==> src/sv/pkst_link_store.sv <==
// Link memory of the session table: one next-node index per node.
// Runs the post-reset sweep that chains node i to node i plus one.
// Depends on nothing outside this file.
module pkst_link_store #(
   parameter int TABLE_DEPTH = 64
) (
   input  logic                             clock,
   input  logic                             reset,
   input  logic [$clog2(TABLE_DEPTH)-1:0]   rd_addr,
   output logic [$clog2(TABLE_DEPTH):0]     rd_data,
   input  logic                             wr_en,
   input  logic [$clog2(TABLE_DEPTH)-1:0]   wr_addr,
   input  logic [$clog2(TABLE_DEPTH):0]     wr_data,
   output logic                             ready
);

   localparam int AW = $clog2(TABLE_DEPTH);
   localparam int LW = AW + 1;

   logic [LW-1:0] link_mem [TABLE_DEPTH];
   logic [LW-1:0] rd_data_ff;
   logic [LW-1:0] init_ff;
   logic [LW-1:0] init_in;
   logic          busy_ff;

   assign init_in = init_ff + LW'(1);
   assign rd_data = rd_data_ff;
   assign ready   = !busy_ff;

   always_ff @(posedge clock) begin
      if (reset) begin
         busy_ff <= 1'b1;
         init_ff <= '0;
      end else if (busy_ff) begin
         init_ff <= init_in;
         if (init_ff == LW'(TABLE_DEPTH - 1)) begin
            busy_ff <= 1'b0;
         end
      end
   end

   always_ff @(posedge clock) begin
      if (busy_ff) begin
         link_mem[init_ff[AW-1:0]] <= init_in;
      end else if (wr_en) begin
         link_mem[wr_addr] <= wr_data;
      end
      rd_data_ff <= link_mem[rd_addr];
   end

endmodule

==> config.mk <==
export PLATFORM = sky130hd
export DESIGN_NAME = pkst_link_store
export DESIGN_NICKNAME = d
export VERILOG_FILES = /design/src/sv/pkst_link_store.sv
export SDC_FILE = /design/constraint.sdc
export NUM_CORES = 1
export LEC_CHECK = 0
export ABC_AREA = 1
export BUFFER_PORTS_ARGS = -buffer_cell sky130_fd_sc_hd__buf_2
export CORE_MARGIN = 5
export CORE_UTILIZATION = 40
export CTS_CLUSTER_SIZE = 24
export DETAILED_ROUTE_END_ITERATION = 10
export GPL_ROUTABILITY_DRIVEN = 0
export MAX_ROUTING_LAYER = met4
export PLACE_DENSITY = 0.59
export SLEW_MARGIN = 20
export SYNTH_ARGS = -nofsm -noshare
export SYNTH_HDL_FRONTEND = slang
export SYNTH_SLANG_ARGS = --single-unit
==> constraint.sdc <==
create_clock -name clock -period 4.8 [get_ports clock]
set_input_delay 0.24 -clock clock [delete_from_list [all_inputs] [get_ports clock]]
set_output_delay 0.24 -clock clock [all_outputs]
set_load 0.05 [all_outputs]
---- Yosys cells after proc, flatten, opt, wreduce, memory -nomap -nowiden ----
Memory sizes are Yosys's and may differ from the RTL's. A register that Yosys moved wholly into a read port is not among the register bits.
Cells that the tools add are included.
operators by class
  $add $sub $neg .......................... 1
  eq/ne operators ......................... 1
  mux-type cells .......................... 10
  reduce and logical (&&, ||, !) cells .... 2
operator list
  cell                 number
  $mux 1               8
  $add 7x1->7 const B  1
  $eq 7x6->1 const B   1
  $mux 7               1
  $reduce_or 7->1      1
  $mux 6               1
  $logic_not 1->1      1
word-level totals
  register bits after elaboration ......... 8
  memory bits (writable) .................. 448
  input bits .............................. 22
  output and inout bits ................... 8
  logic and storage cells ................. 17
  memories ................................ 1
memory list
  name      words  width  read ports  clocked after Yosys merged registers in  wr ports  line  source
  link_mem  64     7      1           1                                        1         20    logic [LW-1:0] link_mem [TABLE_DEPTH];

---- Logic depth before layout (Yosys ltp) ----
  depth after elaboration ................. 5
  mapped depth ............................ 12
  mapped depth without buffers ............ 9

---- Least setup slack after synthesis ----
OpenSTA, ideal clock, no wires.
  kind .................................... register to register
  start ................................... register busy_ff
  end ..................................... memory link_mem[0][6] (netlist bit) (data pin)
  arrival ................................. 2.839 ns
  data required time ...................... 4.212 ns
  slack ................................... 1.373 ns
  cell stages (with the launch flop) ...... 6
  buffers on the path ..................... 2
  period minus slack after synthesis ...... 3.427 ns
  cells stage by stage .................... dfxtp_1 buf_4 inv_6 nand2_4 buf_6 a31oi_1
between the ends
  longest elaborated chain between the ends .. 4
ends and longest elaborated chain
  what                              line  source
  start: declaration                24    logic busy_ff;
  start signal: assignment          32    busy_ff <= 1'b1;
  start signal: assignment          37    busy_ff <= 1'b0;
  $mux 1                            43    if (busy_ff) begin
  $mux 1 (not written as such)      46    link_mem[wr_addr] <= wr_data;
  $reduce_or 7->1 (no source line)  n/a
  $mux 7 (no source line)           n/a
  end: declaration                  20
Every way passes these cells.

---- Final worst setup path ----
  start ................................... register busy_ff
  end ..................................... memory link_mem[25][3] (netlist bit), enable pin
between the ends
  longest elaborated chain between the ends .. 4
  elaborated cells between the ends (all ways) .. 7
  those cells by class .................... 6 x mux; 1 x reduce/logical
ends and longest elaborated chain
  what                                                      line
  $mux 1                                                    43
  $mux 1 (not written as such)                              46
  $reduce_or 7->1 (no source line)                          n/a
  $mux 6 (no source line) / $mux 1 (equally long branches)  n/a
Several ways; a longest one is shown, not always the timed one.

==> qor.yml <==
fmax_ghz: 0.2912
slew_violations: 0
finalWirelength_um: 47850
r2r_cells: 8
end_kind: "flip-flop"
route.detailed.drc: 0
area_growth_pct: 12.24
pwr-share-comb_pct: 6.3
vias: 12490
wl_per_cell_um: 20.49
cts_buffers: 48
setup_violations: 0
cp-start-kind: "flip-flop"
regToRegEndpoint: "link_mem[25][3]"
cpPeakStageDelay_ns: 0.87
antenna_found_initial: 0
placed_cell_area_um2: 19800
n_antenna_cell: 0
finalNetCount: 1707
hold_path.class: "in2reg"
syn_area_per_cell_um2: 11.34
synth-async-reset-ratio_pct: 0
rows: 80
rrSetupSlack_ns: 1.37
dieArea_um2: 52000
min_period_over_period_pct: 71.55
htreeDepth: 2
switching_share_pct: 22.35
port_buffers: 29
ys_seq_elements: 463
tritoncts: "yes"
layout_min_cycle_time_ns: 3.435
cts.sinks: 463
clockPowerShare_pct: 42.0
slowest_stage: "nor2_1"
tightest_slew_ns: 1.324
clk_path_buf_depth: 3
vias_per_cell: 5.347
path_cells: "inv_6 -> nand2_4 -> inv_2 -> or2_1 -> o21ai_4 -> inv_2 -> nand4_1 -> nor2_1"
whs_ns: 0.1657
worstReg2RegStart: "busy_ff"
total_power_mw: 8.671
cap_viol_max_count: 0
firstDrtPassIters: 5
ir_drop_v: 0.0002453
final_core_util_pct: 45.08
core_region_area_um2: 47350
clockRootBuffer: "clkbuf_16"
hold_path_depth: 4
finClkSkew_ns: 0.01084
grt_pass1_vias: 12070
synth.distinct_cells: 29
stdcell_area_um2: 21350
io_pins: 30
grt_usage_pct: 18.52
synth_ff_type: "edfxtp_1"
synthesis.area_um2: 19020
ant_nets: 0
crit_path_max_fanout: 19
tns_ns: 0
crit_top_cell: "inv_2"
hold_viol: 0
drive_above_1_share_pct: 8.430
relSlewSlack_pct: 11.76
synth_warnings: 0
worstSetupPathType: "reg2reg"
path_depth: 8
internal-power_mw: 6.733
syn-num-nets: 1700
grt_max_degree: 198
drt_iter0_markers: 1245
initial_core_util_pct: 40.17
rsz0062_at_grt: "false"
crit_path_start: "busy_ff"
cp.buffers_inverters: 3
outcome: "finished, final reports clean"
synth_edf_count: 448
grt_overflow: 0
p_leak_nw: 7.799
die_y_um: 228.0
switching_power_mw: 1.938
die_w_um: 228.0
worstSkewPairLatency_ns: 0.58
p_seq_share_pct: 51.7
crit_arrival_ns: 3.64
cp.required_ns: 5.01
path_clk_slew_ns: 0.06
synthCells: 1677
power_per_cell_area_nw_per_um2: 406.2
hold_path_startpoint: "rd_addr[4]"
dp_hpwl_um: 28070
n_fill_cell: 4332
holdPathEnd: "rd_data[1]"
path_delay_family: "simple AND/OR/NAND/NOR gates"
synth_seq_area_share_pct: 72.32
grt_pass1_wl_um: 72660
[area by class of cell]
type | count | area, um2 | area share, %
inverters | 26 | 111.4 | 0.5217
well taps | 615 | 769.5 | 3.605
flip-flops and latches | 463 | 13750 | 64.43
clock buffers | 65 | 1286 | 6.026
multi-input cells | 1091 | 4806 | 22.51
clock inverters | 21 | 232.7 | 1.090
repair buffers | 54 | 386.6 | 1.811
[metal layers]
metal | vias to the layer above | share of wire [%] | global-route usage, %
met5 | - | 0 | -
met4 | 0 | 2.3 | 5.597
met3 | 69 | 7.4 | 2.723
met2 | 478 | 47 | 28.46
met1 | 6056 | 43 | 25.88
li1 | 5882 | - | -
[kinds of logic after synthesis]
| family | share of synthesized area (%) |
|---|---|
| buf+inv | 2.744 |
| simple gates | 24.02 |
| xor+xnor | 0.2303 |
| compound gates | 0.6184 |
| flops | 72.32 |
| fa+ha+maj | 0.06578 |
[per-stage QoR]
step	setup WS, ns	cells
global placement	1.589	2243
finish	1.365	2335
CTS	1.391	2335
floorplan	1.373	1677
global route	1.231	2335
detailed placement	1.406	2247
[worst register-to-register path: stages, from the launching register on]
cell     delay (ns)
dfxtp_1        0.41
inv_6          0.14
nand2_4        0.17
inv_2          0.16
or2_1          0.19
o21ai_4        0.14
inv_2          0.18
nand4_1        0.79
nor2_1         0.88
[synth_stat cells (3+ instances only)]
cell type	n	area (um2)
edfxtp_1	448	13450
xor2_1	4	35.03
inv_2	5	18.77
inv_1	20	75.07
nand4_2	4	50.05
nor2_1	67	251.5
nand3_1	384	1922
buf_4	3	22.52
clkbuf_1	39	146.4
nand2_1	597	2241
dfxtp_1	15	300.3
nand4_1	4	25.02
o21ai_0	6	30.03
a21oi_1	3	15.01
buf_1	25	93.84
buf_2	29	145.1
nor4_1	8	50.05
[worst max path at each step]
stage                            to  slack (ns)
finish              link_mem[25][3]        1.37
global placement    link_mem[49][3]        1.59
detailed placement  link_mem[49][5]        1.41
CTS                 link_mem[49][5]        1.39
floorplan            link_mem[0][6]        1.37
global route        link_mem[49][4]        1.23
[registers in the layout, indices dropped and copies added (netlist names)]
register  cells
init_ff       7
link_mem    448
rd_data       7
busy_ff       1
[power groups by stage]
stage                     Clock, mW  Sequential [mW]  Combinational, mW
final                          3.64             4.48              0.545
after global routing           3.89             4.48              0.595
after CTS                      3.71             4.48              0.544
after detailed placement          0             4.57              0.541
after global placement            0             4.57              0.535
after floorplan                   0             4.59              0.319
[placed cells by master, fill, tap and decap left out, types with 7 or more instances in the layout]
| cell | netlist | routed |
|---|---|---|
| clkbuf_1 | 39 | 16 |
| inv_1 | 20 | 18 |
| dfxtp_1 | 15 | 15 |
| clkinv_2 | 0 | 7 |
| buf_2 | 29 | 29 |
| edfxtp_1 | 448 | 448 |
| clkbuf_16 | 0 | 49 |
| nand2_1 | 597 | 591 |
| nand3_1 | 384 | 384 |
| buf_4 | 3 | 19 |
| nor2_1 | 67 | 67 |
[timing repair]
action / in CTS / in global routing
setup buffers: 0 / 0
gates resized for setup: 0 / 0
endpoints found under the hold margin: 10 / 0
hold buffers: 2 / 0
(Power assumes the default switching activity.)
