===== config.mk =====
export PLATFORM = sky130hd
export DESIGN_NAME = pkst_seq
export DESIGN_NICKNAME = d
export VERILOG_FILES = /design/src/sv/pkst_pkg.sv /design/src/sv/pkst_seq.sv
export SDC_FILE = /design/constraint.sdc
export NUM_CORES = 1
export LEC_CHECK = 0
export ABC_AREA = 1
export CAP_MARGIN = 20
export CORE_AREA = 2 2 256 258
export DETAILED_ROUTE_END_ITERATION = 6
export DIE_AREA = 0 0 258 260
export DONT_BUFFER_PORTS = 1
export HOLD_SLACK_MARGIN = 0.05
export SYNTH_ARGS = -nofsm -noshare
export SYNTH_HDL_FRONTEND = slang
export SYNTH_SLANG_ARGS = --single-unit

===== constraint.sdc =====
create_clock -name clock -period 28 [get_ports clock]
set_clock_uncertainty 0.15 [all_clocks]
set_input_delay 8.4 -clock clock [delete_from_list [all_inputs] [get_ports clock]]
set_output_delay 8.4 -clock clock [all_outputs]
set_load 0.02 [all_outputs]

===== src/sv/pkst_pkg.sv =====
// Shared types and constants for the port keyed session table.
// Holds the operation codes, sequencer states and entry/result records.
// No dependencies.
package pkst_pkg;

   localparam int REQ_DATA_W = 160;
   localparam int RSP_DATA_W = 144;
   localparam int OP_W       = 2;

   localparam logic STATUS_OK  = 1'b0;
   localparam logic STATUS_ERR = 1'b1;

   typedef enum logic [OP_W-1:0] {
      OP_ADD    = 2'd0,
      OP_REMOVE = 2'd1,
      OP_UPDATE = 2'd2,
      OP_FETCH  = 2'd3
   } op_type;

   typedef enum logic [2:0] {
      ST_IDLE,
      ST_START,
      ST_FIND,
      ST_ADD_WALK,
      ST_RM_START,
      ST_RM_WALK,
      ST_RM_FIX,
      ST_RESP
   } state_type;

   typedef struct packed {
      logic [15:0] key;
      logic [15:0] peer_port;
      logic [31:0] peer_addr;
      logic [30:0] duration;
      logic [30:0] process_id;
      logic [30:0] client_id;
   } entry_type;

   typedef struct packed {
      logic        status;
      logic [15:0] peer_port;
      logic [31:0] peer_addr;
      logic [30:0] duration;
      logic [30:0] process_id;
      logic [30:0] client_id;
   } result_type;

endpackage


===== src/sv/pkst_seq.sv =====
// Operation sequencer of the session table: walks the linked list one
// node per cycle through the link and entry memories and writes back.
// Depends on pkst_pkg.
module pkst_seq #(
   parameter int TABLE_DEPTH = 64
) (
   input  logic                             clock,
   input  logic                             reset,
   input  logic                             req_valid,
   output logic                             req_ready,
   input  pkst_pkg::op_type                 req_op,
   input  pkst_pkg::entry_type              req_entry,
   input  logic                             link_ready,
   output logic [$clog2(TABLE_DEPTH)-1:0]   rd_addr,
   input  logic [$clog2(TABLE_DEPTH):0]     link_rd,
   input  pkst_pkg::entry_type              ent_rd,
   output logic                             link_we,
   output logic [$clog2(TABLE_DEPTH)-1:0]   link_wa,
   output logic [$clog2(TABLE_DEPTH):0]     link_wd,
   output logic                             ent_we,
   output logic [$clog2(TABLE_DEPTH)-1:0]   ent_wa,
   output pkst_pkg::entry_type              ent_wd,
   output logic                             res_valid,
   input  logic                             res_ready,
   output pkst_pkg::result_type             res
);

   localparam int AW = $clog2(TABLE_DEPTH);
   localparam int LW = AW + 1;
   localparam logic [LW-1:0] LNK_NONE = LW'(TABLE_DEPTH);

   pkst_pkg::state_type  state_ff, state_in;
   pkst_pkg::op_type     op_ff, op_in;
   pkst_pkg::entry_type  req_ff, req_in;
   pkst_pkg::result_type res_ff, res_in;
   logic [AW-1:0]        head_ff, head_in;
   logic [LW-1:0]        count_ff, count_in;
   logic [LW-1:0]        node_ff, node_in;
   logic [LW-1:0]        prev_ff, prev_in;
   logic [LW-1:0]        steps_ff, steps_in;
   logic [AW-1:0]        rem_ff, rem_in;
   logic [AW-1:0]        last_ff, last_in;

   logic [LW-1:0]        steps_dec;
   logic                 nn_valid;
   logic                 key_hit;

   assign steps_dec = steps_ff - LW'(1);
   assign nn_valid  = link_rd < LNK_NONE;
   assign key_hit   = ent_rd.key == req_ff.key;
   assign req_ready = (state_ff == pkst_pkg::ST_IDLE) && link_ready;
   assign res       = res_ff;

   always_ff @(posedge clock) begin
      if (reset) begin
         state_ff <= pkst_pkg::ST_IDLE;
         head_ff  <= '0;
         count_ff <= '0;
      end else begin
         state_ff <= state_in;
         head_ff  <= head_in;
         count_ff <= count_in;
      end
   end

   always_ff @(posedge clock) begin
      op_ff    <= op_in;
      req_ff   <= req_in;
      res_ff   <= res_in;
      node_ff  <= node_in;
      prev_ff  <= prev_in;
      steps_ff <= steps_in;
      rem_ff   <= rem_in;
      last_ff  <= last_in;
   end

   always_comb begin
      state_in  = state_ff;
      op_in     = op_ff;
      req_in    = req_ff;
      res_in    = res_ff;
      head_in   = head_ff;
      count_in  = count_ff;
      node_in   = node_ff;
      prev_in   = prev_ff;
      steps_in  = steps_ff;
      rem_in    = rem_ff;
      last_in   = last_ff;
      rd_addr   = node_ff[AW-1:0];
      link_we   = 1'b0;
      link_wa   = '0;
      link_wd   = '0;
      ent_we    = 1'b0;
      ent_wa    = '0;
      ent_wd    = req_ff;
      res_valid = 1'b0;

      case (state_ff)
         pkst_pkg::ST_IDLE: begin
            if (req_valid && link_ready) begin
               op_in    = req_op;
               req_in   = req_entry;
               state_in = pkst_pkg::ST_START;
            end
         end

         pkst_pkg::ST_START: begin
            res_in        = '0;
            res_in.status = pkst_pkg::STATUS_ERR;
            node_in       = {1'b0, head_ff};
            prev_in       = LNK_NONE;
            steps_in      = count_ff;
            rd_addr       = head_ff;
            case (op_ff)
               pkst_pkg::OP_ADD: begin
                  if (count_ff >= LNK_NONE) begin
                     state_in = pkst_pkg::ST_RESP;
                  end else if (count_ff == '0) begin
                     ent_we        = 1'b1;
                     ent_wa        = head_ff;
                     count_in      = count_ff + LW'(1);
                     res_in.status = pkst_pkg::STATUS_OK;
                     state_in      = pkst_pkg::ST_RESP;
                  end else begin
                     state_in = pkst_pkg::ST_ADD_WALK;
                  end
               end
               default: begin
                  if (count_ff == '0) begin
                     state_in = pkst_pkg::ST_RESP;
                  end else begin
                     state_in = pkst_pkg::ST_FIND;
                  end
               end
            endcase
         end

         pkst_pkg::ST_ADD_WALK: begin
            if (!nn_valid) begin
               state_in = pkst_pkg::ST_RESP;
            end else if (steps_dec == '0) begin
               ent_we        = 1'b1;
               ent_wa        = link_rd[AW-1:0];
               count_in      = count_ff + LW'(1);
               res_in.status = pkst_pkg::STATUS_OK;
               state_in      = pkst_pkg::ST_RESP;
            end else begin
               rd_addr  = link_rd[AW-1:0];
               node_in  = link_rd;
               steps_in = steps_dec;
            end
         end

         pkst_pkg::ST_FIND: begin
            if (key_hit) begin
               res_in.status = pkst_pkg::STATUS_OK;
               state_in      = pkst_pkg::ST_RESP;
               case (op_ff)
                  pkst_pkg::OP_FETCH: begin
                     res_in.peer_port  = ent_rd.peer_port;
                     res_in.peer_addr  = ent_rd.peer_addr;
                     res_in.duration   = ent_rd.duration;
                     res_in.process_id = ent_rd.process_id;
                     res_in.client_id  = ent_rd.client_id;
                  end
                  pkst_pkg::OP_UPDATE: begin
                     ent_we = 1'b1;
                     ent_wa = node_ff[AW-1:0];
                  end
                  pkst_pkg::OP_REMOVE: begin
                     rem_in   = node_ff[AW-1:0];
                     count_in = count_ff - LW'(1);
                     state_in = pkst_pkg::ST_RM_START;
                     if (node_ff == {1'b0, head_ff}) begin
                        if (nn_valid) begin
                           head_in = link_rd[AW-1:0];
                        end
                     end else begin
                        link_we = 1'b1;
                        link_wa = prev_ff[AW-1:0];
                        link_wd = link_rd;
                     end
                  end
                  default: begin
                     res_in.status = pkst_pkg::STATUS_ERR;
                  end
               endcase
            end else if ((steps_dec == '0) || !nn_valid) begin
               state_in = pkst_pkg::ST_RESP;
            end else begin
               rd_addr  = link_rd[AW-1:0];
               prev_in  = node_ff;
               node_in  = link_rd;
               steps_in = steps_dec;
            end
         end

         pkst_pkg::ST_RM_START: begin
            rd_addr  = head_ff;
            node_in  = {1'b0, head_ff};
            steps_in = (count_ff == '0) ? '0 : count_ff - LW'(1);
            state_in = pkst_pkg::ST_RM_WALK;
         end

         pkst_pkg::ST_RM_WALK: begin
            if (steps_ff == '0) begin
               last_in = node_ff[AW-1:0];
               if (node_ff != {1'b0, rem_ff}) begin
                  link_we  = 1'b1;
                  link_wa  = rem_ff;
                  link_wd  = link_rd;
                  state_in = pkst_pkg::ST_RM_FIX;
               end else begin
                  state_in = pkst_pkg::ST_RESP;
               end
            end else if (!nn_valid) begin
               state_in = pkst_pkg::ST_RESP;
            end else begin
               rd_addr  = link_rd[AW-1:0];
               node_in  = link_rd;
               steps_in = steps_dec;
            end
         end

         pkst_pkg::ST_RM_FIX: begin
            link_we  = 1'b1;
            link_wa  = last_ff;
            link_wd  = {1'b0, rem_ff};
            state_in = pkst_pkg::ST_RESP;
         end

         pkst_pkg::ST_RESP: begin
            res_valid = 1'b1;
            if (res_ready) begin
               state_in = pkst_pkg::ST_IDLE;
            end
         end

         default: begin
            state_in = pkst_pkg::ST_IDLE;
         end
      endcase
   end

   a_count_bound: assert property (@(posedge clock) disable iff (reset)
      count_ff <= LNK_NONE)
      else $error("active count beyond table depth");

   a_walk_node: assert property (@(posedge clock) disable iff (reset)
      (state_ff == pkst_pkg::ST_FIND || state_ff == pkst_pkg::ST_ADD_WALK ||
       state_ff == pkst_pkg::ST_RM_WALK) |-> node_ff < LNK_NONE)
      else $error("walk reached a node outside the table");

   a_remove_count: assert property (@(posedge clock) disable iff (reset)
      (state_ff == pkst_pkg::ST_RM_START) |-> count_ff == $past(count_ff) - LW'(1))
      else $error("remove did not decrement the active count");

   a_head_change: assert property (@(posedge clock) disable iff (reset)
      !$stable(head_ff) |-> ($past(reset) || $past(state_ff) == pkst_pkg::ST_FIND))
      else $error("head moved outside a remove match");

   a_count_change: assert property (@(posedge clock) disable iff (reset)
      !$stable(count_ff) |-> ($past(reset) || $past(state_ff) == pkst_pkg::ST_START ||
                              $past(state_ff) == pkst_pkg::ST_ADD_WALK ||
                              $past(state_ff) == pkst_pkg::ST_FIND))
      else $error("active count changed outside add or remove");

endmodule


Word-level counts from Yosys, hierarchy flattened
Cells that the tools add are included.
Word-level totals
  bits of input ports: 328
  output and inout port bits: 328
  register bits: 349
Cells by class
  muxes and demuxes: 93
  add/subtract/negate cells: 3
  equality and inequality tests: 31
  magnitude comparators: 2
  reduce and logical (&&, ||, !) cells: 26
Operators with widths (count)
  case mux 141 bit (2 select lines): 1
  two-way mux 7 bit: 25
  two-way mux 142 bit: 1
  two-way mux 141 bit: 1
  two-way mux 6 bit: 20
  case mux 7 bit (3 select lines): 2
  two-way mux 3 bit: 12
  case mux 6 bit (3 select lines): 2
  case mux 7 bit (5 select lines): 1
  case mux 7 bit (4 select lines): 1
  case mux 3 bit (8 select lines): 1
  case mux 6 bit (4 select lines): 1
  != test 2 bit, second input constant: 11
  zero test 7 bit: 3
  two-way mux 1 bit: 20
  equality test 16 bit: 1
  AND reduction 7 bit: 2
  subtractor 7 x 1 -> 7 bit, second input constant: 2
  equality test 3 bit, second input constant: 4
  case mux 6 bit (2 select lines): 1
  AND reduction 5 bit: 2
  != test 3 bit, second input constant: 3
  case mux 1 bit (3 select lines): 3
  AND reduction 3 bit: 3
  25 further kinds: 32

Depth between registers and ports, before layout
Gate-level depths: netlist of the first run.
  depth after elaboration: 6
  gate-level depth with buffers: 17

Worst setup path after synthesis of the first run
Ideal clock, no wire load.
  kind: input to register
  start point: input link_ready
  end point: register req_ff, in the netlist ent_wd[0] (enable)
  stages: 2
  path slack: 7.841 ns
  path buffers: 0
  arrival: 19.137 ns
  library setup time: 0.872 ns
  cells stage by stage: inv_1 > nor3_1
On the way
  cells in the longest elaborated chain, start to end: 2
Ends and longest elaborated chain
  from (decl): RTL line pkst_seq.sv:13  | input logic link_ready,
  logical AND 1 bit: RTL line pkst_seq.sv:100  | if (req_valid && link_ready) begin
  AND reduction 2 bit (no source line)
  to (signal assigned): RTL line pkst_seq.sv:68  | req_ff <= req_in;
  to (decl): RTL line pkst_seq.sv:34  | pkst_pkg::entry_type req_ff, req_in;
No other way between the ends.
A chain may end at the register's enable or synchronous reset.

Final worst setup path of the first run
  start point: input ent_rd[152] (netlist name)
  end point: output ent_wa[1]
On the way
  cells in the longest elaborated chain, start to end: 3
Ends and longest elaborated chain
  from (decl): RTL line pkst_seq.sv:16  | input pkst_pkg::entry_type ent_rd,
  equality test 16 bit: RTL line pkst_seq.sv:50  | assign key_hit = ent_rd.key == req_ff.key;
  two-way mux 6 bit: RTL line pkst_seq.sv:155  | if (key_hit) begin
  case mux 6 bit (3 select lines): RTL line pkst_seq.sv:98  | case (state_ff)
  to (decl): RTL line pkst_seq.sv:21  | output logic [$clog2(TABLE_DEPTH)-1:0] ent_wa,
No other way between the ends.

==> impl_metrics.csv, run 1 <==
group,metric,value,unit
status,outcome,"completed",
clocking,cts_root_buf,"clkbuf_16",
flow_run,maxCapViolations,0,
place,numPortBuffers,0,
synth,synth_area,13910,µm²
setup_path,r2r_setup_slack,24.02,ns
worst_hold_path,hold_depth,2,
setup_path,critPathMaxFanout,7,
clocking,cts_resized,0,
finish,finalInstanceArea,16240,µm²
floorplan,die_w,258,µm
finish,fin_nets,1519,
setup_path,critPathKind,"in2out",
route,first_pass_iters,5,
route,route.antenna.remaining_nets,0,
floorplan,core,64120,µm²
synth,netlist_instances,1159,
clocking,clock_sinks,349,
sta,final.min_clock_period,19.21,ns
worst_hold_path,hold_path_class,"reg2reg",
setup_path,reg2reg_from,"ent_wd[152]",
route,dr.first_iter.drc_count,949,
clocking,cts_hold_buf,0,
power,power,1.844,mW
power,pwr_density_cell,113.5,nW/µm²
power,p_leak,6.344,nW
clocking,htree_levels,2,
sta,worst_slew_pin_slew,1.003,ns
route,vias,8443,
setup_path,end_kind,"primary output",
place,hpwlAfterDp,35880,µm
setup_path,worstReg2RegEnd,"res[118]",
sta,max_slew_margin,32.63,%
sta,hold_viol,0,
floorplan,die_height,260,µm
clocking,clockBufferDepth,3,
synth,synthArstFlopShare,0,%
synth,syn_area_per_cell,12.00,µm²
floorplan,rows,93,
clocking,clk_pin_slew,0.06,ns
power,peakVddDrop,50.87,µV
grt,grt_antenna_before_repair,34,
synth,synth_seq_area_share,74.21,%
route,wl_per_cell,22.19,µm
finish,area_growth_syn_to_layout,16.80,%
route,totalWireLength,45990,µm
synth,synth_largest_area_cell,"edfxtp_1",
route,route.detailed.drc,0,
sta,rsz0062_at_grt,"false",
sta,setup_violations,0,
synth,yosysWarnings,0,
synth,synth_ff_type,"edfxtp_1",
setup_path,worstSetupStartpointType,"input pin",
clocking,cts_setup_buffers,0,
grt,overflow,0,
place,dpl_cell_area,14950,µm²
sta,tns,0,ns
clocking,cts_tree,"built",
worst_hold_path,min_to,"head_ff[2]",
finish,fillCellCount,6664,
grt,grt_first_pass_wirelength,61490,µm
synth,yosysUniqueCellTypes,40,
synth,ys_top_cells_by_area,"edfxtp_1 (72%), inv_1 (6.0%), nor2_1 (6.0%)",
finish,register_area,10320,µm²
sta,fmax,52.05,MHz
grt,grt_max_degree,160,
synth,synth_seq_cells,349,
worst_hold_path,holdCritStartpoint,"head_ff[2]",
setup_path,critPathArrivalTime,10.66,ns
place,place.gp.congestion,0.8488,
sta,slew_viol_final,0,
place,place_inst,1996,
clocking,clkLatencyLatePin,0.57,ns
setup_path,required,19.45,ns
synth,synth-edff-count,333,
finish,multi_input_area,2625,µm²
grt,grt_pass1_vias,8395,
finish,fin_cells,2072,
floorplan,dieArea,67080,µm²
synth,yosysTopAreaCellShare,71.90,%
grt,track_usage,12.96,%
clocking,numCtsBuffers,40,
synth,syn_nets,1495,
finish,drive_above_1_share,9.091,%
setup_path,ff2ff_path_depth,9,
route,routed_via_density,4.075,
sta,period_share,68.61,%
floorplan,initial_utilization,21.69,%
floorplan,ios,656,
[cell usage after synthesis, types with 2 or more instances]
| library cell | n |
|---|---|
| nand3_1 | 18 |
| o221ai_1 | 2 |
| nand2_2 | 5 |
| o21ai_1 | 12 |
| a21oi_1 | 6 |
| inv_1 | 222 |
| nand4_1 | 5 |
| o21ai_0 | 12 |
| buf_6 | 2 |
| nor2_1 | 221 |
| inv_2 | 9 |
| clkbuf_1 | 13 |
| nor3_2 | 3 |
| inv_4 | 2 |
| nand3b_1 | 2 |
| nor2_2 | 7 |
| edfxtp_1 | 333 |
| dfxtp_1 | 16 |
| nor2_4 | 5 |
| nand2_1 | 185 |
| o211ai_1 | 8 |
| a31oi_1 | 7 |
| xnor2_1 | 9 |
| buf_1 | 5 |
| a21oi_2 | 2 |
| buf_2 | 3 |
| xor2_1 | 11 |
| nor3_1 | 9 |
| o22ai_1 | 7 |
| ha_1 | 8 |
[where the power goes]
| group | internal [mW] | switching (mW) | total, mW | leakage (nW) |
|---|---|---|---|---|
| combinational | 0.0874 | 0.269 | 0.356 | 2.48 |
| clock | 0.293 | 0.217 | 0.510 | 0.610 |
| sequential | 0.770 | 0.208 | 0.978 | 3.25 |
[layout make-up]
| type | instances | area share [%] |
|---|---|---|
| diodes | 7 | 0.1078 |
| clock buffers | 44 | 6.255 |
| clock inverters | 25 | 1.602 |
| inverters | 234 | 5.446 |
| multi-input cells | 553 | 16.16 |
| flip-flops and latches | 349 | 63.53 |
| well taps | 855 | 6.586 |
| repair buffers | 5 | 0.3081 |
[how the worst max path moves through the flow]
stage                     start        end  slack, ns  depth (start not counted)
finish              ent_rd[152]  ent_wa[1]       8.79                          9
global route        ent_rd[152]  ent_wa[1]       8.57                         10
CTS                 ent_rd[141]  ent_wa[1]       8.65                         10
detailed placement  ent_rd[141]  ent_wa[1]       8.67                         10
global placement    ent_rd[141]  ent_wa[1]       8.67                         10
floorplan            link_ready  ent_wd[0]       7.84                          2
[state kept, by name, indices dropped and copies added, names as in the netlist]
| name | flops |
|---|---|
| count_ff | 7 |
| ent_wd | 157 |
| head_ff | 6 |
| last_ff | 6 |
| node_ff | 7 |
| op_ff | 2 |
| prev_ff | 6 |
| rem_ff | 6 |
| res | 142 |
| state_ff | 3 |
| steps_ff | 7 |
[metal layers]
| metal | wire [µm] | GRT usage, % |
|---|---|---|
| met1 | 14930 | 11.96 |
| met2 | 24160 | 24.50 |
| met3 | 5273 | 6.404 |
| met4 | 1619 | 4.464 |
| met5 | 0 | 0 |
[logic make-up (layout without fill, tap and decap cells)]
group           after synthesis  count (layout)  share of synthesized area (%)
simple gates                467             467                          14.17
mux                           1               1                        0.07198
xor+xnor                     20              20                          1.260
buf+inv                     257             308                          7.116
flops                       349             349                          74.21
fa+ha+maj                     8               8                         0.7198
other cells                   0               7                              0
compound gates               57              57                          2.456
[worst max-delay path: stages]
cell and delay, ns:
nor2_1 0.07, nor2_1 0.06, nor2_1 0.12, nand2_1 0.17, nor2_2 0.34, nand2_2 0.22
nor3_2 0.45, nand2_1 0.14, a31oi_2 0.66
[through the flow]
stage          hold slack, ns  setup slack (ns)  utilization (%)
2_1_floorplan          0.3510             7.841                -
4_1_cts                0.3865             8.650            25.31
3_3_place_gp           0.3713             8.674            23.32
5_1_grt                0.4132             8.572            25.31
6_report               0.3845             8.788            25.33
3_5_place_dp           0.3782             8.668            23.32
[cell usage in the layout, fill, tap and decap left out, drive strengths merged, types with 8 or more instances in the layout]
master and count:
a21oi 8, clkbuf 44, clkinv 14, dfxtp 16, edfxtp 333, ha 8, inv 236, nand2 190
nand3 20, nor2 234, nor3 13, o211ai 8, o21ai 24, xnor2 9, xor2 11
(Power assumes the default switching activity.)
==> run 2, diff against run 1 <==
--- a/config.mk
+++ b/config.mk
@@ -5,11 +5,11 @@
 export SDC_FILE = /design/constraint.sdc
 export NUM_CORES = 1
 export LEC_CHECK = 0
-export ABC_AREA = 1
+export ABC_AREA = 0
 export CAP_MARGIN = 20
-export CORE_AREA = 2 2 256 258
+export CORE_AREA = 2 2 253 255
 export DETAILED_ROUTE_END_ITERATION = 6
-export DIE_AREA = 0 0 258 260
+export DIE_AREA = 0 0 255 257
 export DONT_BUFFER_PORTS = 1
 export HOLD_SLACK_MARGIN = 0.05
 export SYNTH_ARGS = -nofsm -noshare
==> constraint.sdc (replaced) <==
create_clock -name clock -period 19.1 [get_ports clock]
set_clock_uncertainty 0.15 [all_clocks]
set_input_delay 5.73 -clock clock [delete_from_list [all_inputs] [get_ports clock]]
set_output_delay 5.73 -clock clock [all_outputs]
set_load 0.02 [all_outputs]
==> run 2 against run 1 <==
  * Die area is 2.3% lower
  * Non-clock buffer count up 4
  * Clock-buffer cell count unchanged
  * Final cell count is 15% lower
  * Flip-flop and latch count is the same
  * Sequential share of layout area increased by 1.3 points
==> impl_metrics.csv, run 2 <==
group,metric,value,unit
status,outcome,"completed",
synth,synth_seq_cells,349,
route,routed_via_density,4.329,
grt,grt_antenna_before_repair,23,
clocking,cts_resized,0,
finish,fillCellCount,6406,
setup_path,critPathMaxFanout,11,
sta,rsz0062_at_grt,"false",
worst_hold_path,min_to,"head_ff[1]",
setup_path,worstSetupStartpointType,"input pin",
route,met3WireLength,4679,µm
route,route.antenna.remaining_nets,0,
sta,fmax,70.97,MHz
finish,largest_reg_flops,157,
synth,yosysUniqueCellTypes,62,
synth,synthArstFlopShare,0,%
floorplan,rows,92,
synth,synth_seq_area_share,75.69,%
grt,grt_first_pass_wirelength,60400,µm
floorplan,die_height,257,µm
worst_hold_path,hold_path_class,"reg2reg",
worst_hold_path,hold_depth,2,
clocking,clock_sinks,349,
sta,hold_viol,0,
clocking,numCtsBuffers,39,
route,dr.first_iter.drc_count,838,
synth,synth_largest_area_cell,"edfxtp_1",
place,hpwlAfterDp,35250,µm
synth,syn_nets,1210,
sta,worst_slew_pin_slew,0.9938,ns
route,vias,7640,
route,wl_per_cell,25.67,µm
synth,synth_fa_ha_area_share,0.7341,%
synth,synth_xor_area_share,2.377,%
setup_path,r2r_setup_slack,14.05,ns
synth,yosys.area_share.simple,12.88,%
sta,worst_slack,5.010,ns
synth,yosysMostFrequentCell,"edfxtp_1",
sta,max_slew_margin,33.50,%
power,peakVddDrop,64.08,µV
power,p_leak,5.242,nW
power,pwr_density_cell,164.6,nW/µm²
setup_path,ff2ff_path_depth,7,
synth,yosysTopAreaCellShare,73.34,%
flow_run,maxCapViolations,0,
synth,synth_mux_area_share,0.5873,%
synth,synth_area,13630,µm²
setup_path,reg2reg_from,"ent_wd[146]",
clocking,clockBufferDepth,3,
finish,fin_nets,1219,
synth,ys_top_cells_by_area,"edfxtp_1 (73%), and2_1 (6.6%), dfxtp_1 (2.3%)",
grt,overflow,0,
place,numPortBuffers,0,
floorplan,dieArea,65540,µm²
synth,syn_area_per_cell,15.60,µm²
route,totalWireLength,45310,µm
clocking,clkLatencyLatePin,0.54,ns
grt,track_usage,13.12,%
finish,fin_cells,1765,
route,wl_met2,22190,µm
clocking,cts_tree,"built",
sta,slew_viol_final,0,
sta,setup_violations,0,
grt,grt_pass1_vias,7559,
floorplan,core,62740,µm²
grt,grt_max_degree,126,
route,met1_length,16980,µm
sta,period_share,73.77,%
place,place.gp.congestion,0.9529,
setup_path,worstReg2RegEnd,"res[10]",
place,place_ws,5.025,ns
synth,synth_compound_area_share,5.736,%
synth,synth-edff-count,333,
finish,final_cell_mix,"edfxtp_1 (333), and2_1 (144), nor2_1 (49), clkbuf_16 (41), nand2_1 (34)",
finish,final_common_cell,"edfxtp_1",
sta,final.min_clock_period,14.09,ns
finish,area_growth_syn_to_layout,16.79,%
finish,utilization,25.38,%
worst_hold_path,holdCritStartpoint,"head_ff[1]",
setup_path,critPathKind,"in2out",
setup_path,end_kind,"primary output",
place,place_inst,1688,
synth,netlist_instances,874,
setup_path,required,13.22,ns
synth,synth_ff_type,"edfxtp_1",
route,top_layer,"met5",
clocking,htree_levels,2,
clocking,cts_hold_buf,0,
clocking,cts_root_buf,"clkbuf_16",
synth,synth_commonest_cells,"edfxtp_1 (333), and2_1 (144), nor2_1 (49), nand2_1 (34), xor2_1 (31)",
floorplan,ios,656,
route,first_pass_iters,5,
synth,synth_top_family_by_area,"simple AND/OR/NAND/NOR gates",
floorplan,initial_utilization,21.73,%
sta,tns,0,ns
setup_path,critPathArrivalTime,8.21,ns
floorplan,die_w,255,µm
clocking,cts_setup_buffers,0,
sta,whs,0.4326,ns
finish,drive_above_1_share,9.890,%
route,route.detailed.drc,0,
clocking,clk_pin_slew,0.06,ns
synth,yosysWarnings,0,
run 2: cell types whose count changed after synthesis, moves of 11 or more:
cell / delta
nand2_1: -151
xor2_1: +20
inv_1: -196
nor2_1: -172
nand3_1: -11
and2_1: +144
a222oi_1: +12
clkbuf_1: +15
run 2: worst max-delay path by stage:
stage	endpoint	startpoint
6_report	rd_addr[5]	ent_rd[150]
3_5_place_dp	rd_addr[5]	ent_rd[150]
2_1_floorplan	ent_wd[0]	req_valid
5_1_grt	rd_addr[1]	ent_rd[146]
3_3_place_gp	rd_addr[5]	ent_rd[146]
4_1_cts	rd_addr[5]	ent_rd[150]
run 2: where the power goes:
group | switching, mW | total, mW | internal [mW]
clock network | 0.312 | 0.759 | 0.447
logic | 0.331 | 0.472 | 0.141
registers | 0.299 | 1.39 | 1.09
total | 0.941 | 2.62 | 1.68
run 2: cells by family after synthesis:
logic type | Yosys count
AOI/OAI and AO/OA | 101
xor gates and xnor gates | 37
adders and majority gates | 8
buffers and inverters | 68
DFF | 349
muxes | 8
and+or+nand+nor | 303
run 2: routing by layer:
layer	track usage, %	up-vias
li1	-	3273
met1	15.24	3771
met2	21.68	501
met3	5.563	87
met4	4.305	8
met5	0	-
run 2: cell type report:
cell class / instances / area, µm² / area share, %
Timing Repair Buffer: 9 / 65.06 / 0.4086
Sequential cell: 349 / 10320 / 64.81
Clock buffer: 44 / 1037 / 6.514
Tap cell: 846 / 1059 / 6.647
Antenna cell: 9 / 22.52 / 0.1414
Inverter: 27 / 101.3 / 0.6364
Clock inverter: 24 / 246.5 / 1.548
Multi-Input combinational cell: 457 / 3073 / 19.30
run 2: worst max-delay path: stages:
cell and delay [ns]:
xor2_1 0.13, nor4_1 0.30, nand4_1 0.62, or2_2 0.57, a31oi_2 0.41, o221ai_1 0.44
run 2: metrics by stage:
stage	area, µm²	total power [mW]
after floorplan	13640	1.731
after global placement	14610	1.872
after CTS	15900	2.654
after global routing	15910	2.743
final	15920	2.621
after detailed placement	14620	1.884
==> run 3, diff against run 2 <==
==> constraint.sdc (replaced) <==
create_clock -name clock -period 11.5 [get_ports clock]
set_clock_uncertainty 0.15 [all_clocks]
set_input_delay 3.45 -clock clock [delete_from_list [all_inputs] [get_ports clock]]
set_output_delay 3.45 -clock clock [all_outputs]
set_load 0.02 [all_outputs]
==> run 3 against run 2 <==
  * The flow now finishes with violations (DRC)
  * Sequential share of layout area decreased by 0.17 points
  * Die area unchanged
  * Hold slack worse by 0.011 ns
  * Power is 65% higher
  * Highest routed layer unchanged
  * Sequential power is 66% higher
  * Global-route usage decreased by 0.20 points
  * Setup slack worse by 3.2 ns
  * Combinational power is 65% higher
  * Largest power group unchanged
  * Final cell count rose by 0.11%
  * Largest cell class unchanged
==> impl_metrics.csv, run 3 (synthesis results as in run 2) <==
group,metric,value,unit
status,outcome,"finished, violations left",
sta,max_slew_margin,33.31,%
place,place_inst,1686,
finish,fillCellCount,6380,
sta,worst_slew_pin_slew,1.000,ns
floorplan,dieArea,65540,µm²
grt,grt_pass1_vias,7580,
clocking,numCtsBuffers,40,
sta,hold_viol,0,
setup_path,end_kind,"primary output",
floorplan,die_w,255,µm
setup_path,cp_slowest_stage_delay,0.64,ns
route,first_pass_iters,7,
setup_path,cp.buffers_inverters,0,
place,hpwlAfterDp,34170,µm
setup_path,required,7.90,ns
power,seqPwrFrac,53.2,%
floorplan,die_height,257,µm
clocking,cts_hold_buf,0,
setup_path,critPathMaxFanout,11,
power,p_int,2.777,mW
sta,tns,0,ns
worst_hold_path,hold_path_class,"reg2reg",
sta,slew_viol_final,0,
grt,overflow,0,
finish,largest_reg_flops,157,
clocking,cts_setup_buffers,0,
route,wl_per_cell,25.11,µm
sta,worst_slack,1.809,ns
route,route.detailed.drc,4,
finish,area_growth_syn_to_layout,17.11,%
place,place.gp.congestion,0.9049,
power,power,4.336,mW
sta,period_share,84.27,%
finish,fin_nets,1219,
sta,final.min_clock_period,9.691,ns
setup_path,worstSetupStartpointType,"input pin",
grt,grt_first_pass_wirelength,59090,µm
place,numPortBuffers,0,
clocking,clk_pin_slew,0.05,ns
power,peakVddDrop,120.6,µV
floorplan,core,62740,µm²
setup_path,cpLargestDelayFamily,"simple AND/OR/NAND/NOR gates",
finish,multi_input_area,3073,µm²
clocking,clkLatencyLatePin,0.57,ns
clocking,cts_tree,"built",
floorplan,ios,656,
setup_path,critPathArrivalTime,6.09,ns
grt,grt_antenna_before_repair,38,
finish,fin_cells,1767,
floorplan,initial_utilization,21.73,%
route,totalWireLength,44370,µm
power,switchingPower,1.559,mW
flow_run,maxCapViolations,0,
finish,final_common_cell,"edfxtp_1",
sta,rsz0062_at_grt,"false",
grt,track_usage,12.92,%
route,route.antenna.remaining_nets,0,
setup_path,slowest_stage,"nand4_1",
route,routed_via_density,4.329,
floorplan,rows,92,
power,pwr_density_cell,271.6,nW/µm²
clocking,clockBufferDepth,3,
finish,final_cell_mix,"edfxtp_1 (333), and2_1 (144), nor2_1 (49), clkbuf_16 (40), nand2_1 (34)",
clocking,clock_sinks,349,
grt,grt_max_degree,160,
finish,register_area,10320,µm²
finish,drive_above_1_share,9.649,%
clocking,htree_levels,2,
sta,fmax,103.2,MHz
clocking,cts_resized,0,
power,clock_power_share,28.8,%
sta,setup_violations,0,
clocking,cts_root_buf,"clkbuf_16",
setup_path,critPathKind,"in2out",
power,p_leak,5.234,nW
status,violations,"DRC",
power,pwr-share-comb,18.0,%
finish,utilization,25.45,%
power,swShare,35.96,%
setup_path,path_cells,"xor2_1, nor4_1, nand4_1, or2_2, a31oi_2, o221ai_1",
route,vias,7649,
place,place_ws,1.827,ns
route,dr.first_iter.drc_count,784,
run 3: cell types whose count changed in the layout (fill, tap and decap cells not counted), moves of 2 or more:
cell / delta
buf_4: -4
clkinv_1: +3
clkinvlp_4: +3
buf_12: +2
clkbuf_8: +2
clkinv_2: -2
clkinv_4: -2
run 3: cell type report:
cell class / instances / share of cell area (%)
clock buffers: 45 / 6.449
inverters: 27 / 0.6347
flip-flops and latches: 349 / 64.63
clock inverters: 26 / 1.567
well taps: 846 / 6.630
multi-input cells: 457 / 19.25
repair buffers: 8 / 0.6974
diodes: 9 / 0.1411
run 3: worst min-delay path, cell delays in order, from the launching register on:
cell and delay [ns]:
dfxtp_1 0.34, mux2i_1 0.14, nor2_1 0.05
run 3: final timing paths:
kind / start / to / slack, ns / depth (start not counted)
worst min register to register: head_ff[1] / head_ff[1] / 0.42 / 2
worst max register to register: ent_wd[146] / res[49] / 7.60 / 6
worst max-delay path: ent_rd[146] / rd_addr[5] / 1.81 / 6
worst min-delay path: head_ff[1] / head_ff[1] / 0.42 / 2
run 3: metrics by stage:
step,area (µm²),hold WS (ns)
2_1_floorplan,13650,0.3750
3_3_place_gp,14620,0.3996
3_5_place_dp,14650,0.4146
4_1_cts,15930,0.4243
5_1_grt,15960,0.4538
6_report,15970,0.4219
run 3: power groups by stage:
stage / clock, mW / combinational [mW] / sequential [mW]
6_report: 1.25 / 0.780 / 2.31
5_1_grt: 1.34 / 0.874 / 2.34
4_1_cts: 1.29 / 0.790 / 2.32
3_5_place_dp: 0 / 0.788 / 2.34
3_3_place_gp: 0 / 0.758 / 2.34
2_1_floorplan: 0 / 0.628 / 2.21
run 3: metal layers:
metal	vias to the layer above	part of all wire, %	GRT usage [%]
met5	-	0.25	0
met4	18	3.6	4.808
met3	116	12	6.686
met2	540	49	21.67
met1	3696	34	13.74
li1	3279	-	-
